File: src/hdl/ttcw_pkg.sv
// ttcw_pkg: shared types and constants for the text terminal character writer
// no dependencies; used by every file of the block but ttcw_ram
package ttcw_pkg;

    localparam int CHAR_W      = 8;
    localparam int POS_W       = 11;
    localparam int FUNC_W      = 2;
    localparam int COLUMNS_DEF = 80;
    localparam int ROWS_DEF    = 25;

    localparam logic [FUNC_W-1:0] FUNC_PUT   = 2'd0;
    localparam logic [FUNC_W-1:0] FUNC_CLEAR = 2'd1;
    localparam logic [FUNC_W-1:0] FUNC_READ  = 2'd2;
    localparam logic [FUNC_W-1:0] FUNC_NONE  = 2'd3;

    localparam logic [CHAR_W-1:0] CHAR_CR    = 8'h0D;
    localparam logic [CHAR_W-1:0] CHAR_BS    = 8'h08;
    localparam logic [CHAR_W-1:0] CHAR_LF    = 8'h0A;
    localparam logic [CHAR_W-1:0] CHAR_SPACE = 8'h20;

    typedef struct packed {
        logic [FUNC_W-1:0] func;
        logic [CHAR_W-1:0] char_code;
        logic [POS_W-1:0]  cell_index;
    } cmd_word_t;

    typedef struct packed {
        logic [POS_W-1:0]  cursor_pos;
        logic [CHAR_W-1:0] cell_char;
    } result_word_t;

    typedef struct packed {
        logic update;
        logic clear;
    } cursor_ctl_t;

    typedef struct packed {
        logic              scroll;
        logic              wr_en;
        logic [CHAR_W-1:0] wr_data;
    } put_plan_t;

endpackage

File: src/hdl/ttcw_cursor.sv
// ttcw_cursor: cursor column, row and row base registers, and the put-character plan
// depends on ttcw_pkg
module ttcw_cursor #(
    parameter int COLUMNS = ttcw_pkg::COLUMNS_DEF,
    parameter int ROWS    = ttcw_pkg::ROWS_DEF
) (
    input  logic                                clk,
    input  logic                                rst_n,
    input  logic [ttcw_pkg::CHAR_W-1:0]         char_code,
    input  ttcw_pkg::cursor_ctl_t               ctl,
    output ttcw_pkg::put_plan_t                 plan,
    output logic [$clog2(ROWS*COLUMNS)-1:0]     wr_addr,
    output logic [$clog2(ROWS*COLUMNS+1)-1:0]   pos
);
    import ttcw_pkg::*;

    localparam int CELLS = ROWS * COLUMNS;
    localparam int AW    = $clog2(CELLS);
    localparam int PW    = $clog2(CELLS + 1);
    localparam int CW    = $clog2(COLUMNS + 1);
    localparam int RW    = $clog2(ROWS);

    logic [CW-1:0] col_reg, col_next;
    logic [RW-1:0] row_reg, row_next;
    logic [AW-1:0] base_reg, base_next;

    logic          is_cr, is_bs, is_lf, at_end, last_row, wrap, row_adv;
    logic [AW-1:0] base_put, addr_base;
    logic [CW-1:0] col_put, addr_col;
    logic [PW-1:0] addr_sum;

    always_comb
    begin
        is_cr    = (char_code == CHAR_CR);
        is_bs    = (char_code == CHAR_BS);
        is_lf    = (char_code == CHAR_LF);
        at_end   = (col_reg == CW'(COLUMNS));
        last_row = (row_reg == RW'(ROWS - 1));
        wrap     = is_lf || (at_end && !is_cr && !is_bs);
        row_adv  = wrap && !last_row;
        base_put = row_adv ? (base_reg + AW'(COLUMNS)) : base_reg;
        col_put  = wrap ? '0 : col_reg;

        addr_base = is_bs ? base_reg : base_put;
        addr_col  = is_bs ? (col_reg - CW'(1)) : col_put;
        addr_sum  = PW'(addr_base) + PW'(addr_col);
        wr_addr   = addr_sum[AW-1:0];

        plan.scroll  = wrap && last_row;
        plan.wr_en   = is_bs ? (col_reg != '0) : (!is_cr && !is_lf);
        plan.wr_data = is_bs ? CHAR_SPACE : char_code;

        pos = PW'(base_reg) + PW'(col_reg);
    end

    always_comb
    begin
        col_next  = col_reg;
        row_next  = row_reg;
        base_next = base_reg;
        if (ctl.clear)
        begin
            col_next  = '0;
            row_next  = '0;
            base_next = '0;
        end
        else if (ctl.update)
        begin
            priority if (is_cr || is_lf)
            begin
                col_next = '0;
            end
            else if (is_bs)
            begin
                col_next = (col_reg != '0) ? (col_reg - CW'(1)) : col_reg;
            end
            else
            begin
                col_next = col_put + CW'(1);
            end
            if (row_adv)
            begin
                row_next  = row_reg + RW'(1);
                base_next = base_put;
            end
        end
    end

    always_ff @(posedge clk or negedge rst_n)
    begin
        if (!rst_n)
        begin
            col_reg  <= '0;
            row_reg  <= '0;
            base_reg <= '0;
        end
        else
        begin
            col_reg  <= col_next;
            row_reg  <= row_next;
            base_reg <= base_next;
        end
    end

endmodule

File: config.mk
export PLATFORM = sky130hd
export DESIGN_NAME = ttcw_cursor
export DESIGN_NICKNAME = d
export VERILOG_FILES = /design/src/hdl/ttcw_pkg.sv /design/src/hdl/ttcw_cursor.sv
export SDC_FILE = /design/constraint.sdc
export NUM_CORES = 1
export LEC_CHECK = 0
export BUFFER_PORTS_ARGS = -buffer_cell sky130_fd_sc_hd__buf_4
export CORE_AREA = 3 3 88 90
export CTS_BUF_LIST = sky130_fd_sc_hd__clkbuf_2
export DETAILED_ROUTE_END_ITERATION = 12
export DIE_AREA = 0 0 91 93
export PLACE_DENSITY = 0.58
export SLEW_MARGIN = 40
export SYNTH_ARGS = -nofsm -noshare
export SYNTH_HDL_FRONTEND = slang
export SYNTH_SLANG_ARGS = --single-unit
export TNS_END_PERCENT = 50
File: constraint.sdc
create_clock -name clk -period 8 [get_ports clk]
set_input_delay 0.4 -clock clk [delete_from_list [all_inputs] [get_ports clk]]
set_output_delay 0.4 -clock clk [all_outputs]
set_load 0.03 [all_outputs]
==> out/qor.csv <==
metric;value;unit
outcome;finished, final reports clean;
Synth Area in Compound Gates;0.224;
clk slew on worst S/H paths;0.20;ns
gr ovfl total;0;
Synth area leaders;dfrtp_1 23%, ha_1 7.1%, xnor2_1 5.8%;
post-synth top area share;0.226;
dpl hpwl;4120;um
area of the core;7140;um^2
reg-to-reg endpoint;col_reg[6]$_DFFE_PN0P_;
Synth Net Count;302;
Setup Buffers After CTS;0;
initial antenna violation count;0;
setup_tns;0;ns
Yosys cell types;55;
Setup WS pre-CTS;3.48;ns
synthesis warning total;0;
largest family of logic cells by synthesized area;simple AND/OR/NAND/NOR gates;
Mapped Cells;278;
fin crit period;4.89;ns
most frequent cell after synthesis;nand2_1;
Root Driver;clkbuf_2;
Post-DRT Antenna Nets;0;
Tot Pwr;190;uW
Worst-Margin Slew;0.769;ns
combinational share of power;0.257;
CP max FO;12;
fillers;793;
total CTS buffers;3;
Internal;127;uW
Skew-Pair Late Insertion Delay;0.32;ns
Initial Util;0.295;
sequential fraction of the synthesis area;0.226;
Leakage;0.00112;uW
Max Root-Sink Buffers;2;
Max VDD drop;0.0302;mV
post-synthesis adder-cell area fraction;0.0713;
hold endpoint;base_reg[5]$_DFFE_PN0P_;
Post-Syn Area;2110;um^2
via density per instance;5.01;
arrival time at the worst endpoint;4.49;ns
Chip Height;93;um
sinks on the clock net;19;
Top FF cell, synth;dfrtp_1;
IO Pins;44;
# setup viols final;0;
largest net degree at the start of global routing;20;
DRC viols;0;
reg2reg start;col_reg[0]$_DFFE_PN0P_;
top post-synthesis cells by count;30 x nand2_1, 26 x nor2_1, 20 x a21oi_1;
post-CTS sizing;0;
CTS tree;yes;
power share of the clock group;0.219;
area delta synth->final;16.9;%
Worst Min Path Start;ctl[0];
vias in the first global route;1885;
Die W;91;um
die footprint;8460;um^2
via count;2014;
max-slew violations;0;
FP Rows;31;
Nets;328;
CP startpoint kind;register;
drt total wl;5270;um
Post-synth EDFFs;0;
R2R setup slack;4.42;ns
PwrDens;77.0;nW/um^2
type of destination of the critical path;primary output;
Final period util;0.612;
H-tree Lvls;1;
Global Route Usage Sum;0.126;
Yosys reg bits;19;
post-synthesis mux area share;0.00475;
Port-buffer cells;43;
xor/xnor cell area share of the yosys netlist;0.108;
clock skew;0.0228;ns
wire length of the first global-routing pass;9020;um
Avg Cell Area, Syn;7.58;um^2
WL per Instance;13.1;um
max cap viols;0;
Worst Reg-to-Reg Cells;14;
asr flop ratio synth;1.00;
Synth area leader;dfrtp_1;
Simple-Gate Fraction of Synth Area;0.277;
Min-Delay Path Class;input pin to register;
ANT cells;0;
Hold Crit Depth;2;
GP Congestion;0.856;
Pre-antenna DRT Iters;4;
switching share of total power;0.331;
RSZ-0062 raised after global routing;no;
share of layout cells above drive strength 1;0.211;
final hold violation count;0;
WS Path Type;register to primary output;
Max-slew headroom;0.485;
Switching Power;62.8;uW
Critical Path RT;7.60;ns
worst hold slack;0.322;ns
achievable frequency;204;MHz
Initial DRC Count;131;
Final WS setup;3.11;ns
Sequential Power Share;0.524;
placed cells by master, fill, tap and decap left out, drive strengths merged, types with 2 or more instances in the layout:
cell,instances
buf,45
nand2,30
nor2,26
a21oi,20
dfrtp,19
o21ai,17
xnor2,14
nand3,13
xor2,12
ha,12
inv,11
nor3,8
a21o,8
a31oi,7
or3,5
nor4,4
o22ai,4
and2,4
nand4b,3
o31ai,3
clkbuf,3
or4,2
nor3b,2
or2,2
o21a,2
and3,2
nand4,2
a211o,2
nor4b,2
o2111ai,2
a22oi,2
layout make-up:
type	instances	area (um^2)	share of cell area
Clock buffer	3	15.0	0.00610
Clock inverter	1	5.00	0.00203
Inverter	11	41.3	0.0168
Multi-Input combinational cell	223	1450	0.590
Sequential cell	19	475	0.193
Tap cell	99	124	0.0503
Timing Repair Buffer	46	348	0.141
power groups by stage:
stage	Sequential [uW]	Clock [uW]	Combinational, uW
finish	99.2	41.6	48.7
detailed placement	101	0	48.5
CTS	99.2	44.7	49.2
floorplan	100	0	31.8
global placement	101	0	48.4
global route	99.5	46.7	53.9
metal layers:
metal,track usage,vias up,share of wire
li1,-,1043,-
met1,0.174,908,0.49
met2,0.207,56,0.45
met3,0.0129,7,0.048
met4,0.0440,0,0.017
met5,0,-,0
how the worst max path moves through the flow:
stage	depth (start not counted)	start	slack, ns	end
3_5_place_dp	16	col_reg[0]$_DFFE_PN0P_	3.48	wr_addr[9]
4_1_cts	16	col_reg[0]$_DFFE_PN0P_	3.09	wr_addr[9]
3_3_place_gp	16	col_reg[0]$_DFFE_PN0P_	3.64	wr_addr[9]
5_1_grt	16	col_reg[0]$_DFFE_PN0P_	2.59	wr_addr[9]
2_1_floorplan	15	col_reg[0]$_DFFE_PN0P_	3.76	wr_addr[8]
6_report	16	col_reg[0]$_DFFE_PN0P_	3.11	wr_addr[9]
cell families (layout without fill, tap and decap cells):
logic type / after synthesis / after routing
simple gates: 111 / 111
compound gates: 72 / 72
buf+inv: 36 / 61
xor+xnor: 26 / 26
flops: 19 / 19
fa+ha+maj: 12 / 12
other cells: 1 / 1
mux: 1 / 1
stage by stage:
step           instance area, um^2  utilization  cells
2_1_floorplan                 2110            -    278
3_3_place_gp                  2430        0.341    397
3_5_place_dp                  2430        0.341    397
4_1_cts                       2460        0.345    402
5_1_grt                       2460        0.345    402
6_report                      2460        0.345    402
worst max-delay path, cell delays in order (launching register included):
cell and delay [ns]:
dfrtp_1 0.48, inv_1 0.16, ha_1 0.27, nor3b_1 0.43, nand4b_1 0.29, or2_2 0.40
nand2_1 0.32, nand2_1 0.13, nand3_1 0.11, o21ai_0 0.09, ha_1 0.37, a21o_1 0.21
a21oi_1 0.35, a21oi_1 0.08, a21oi_1 0.17, xnor2_1 0.14, buf_4 0.18
timing repair:
action | CTS | global route
hold buffers | 1 | 0
setup endpoints to repair | 0 | 0
endpoints found under the hold margin | 19 | 0
No activity file was read; power rests on OpenSTA's default activity.
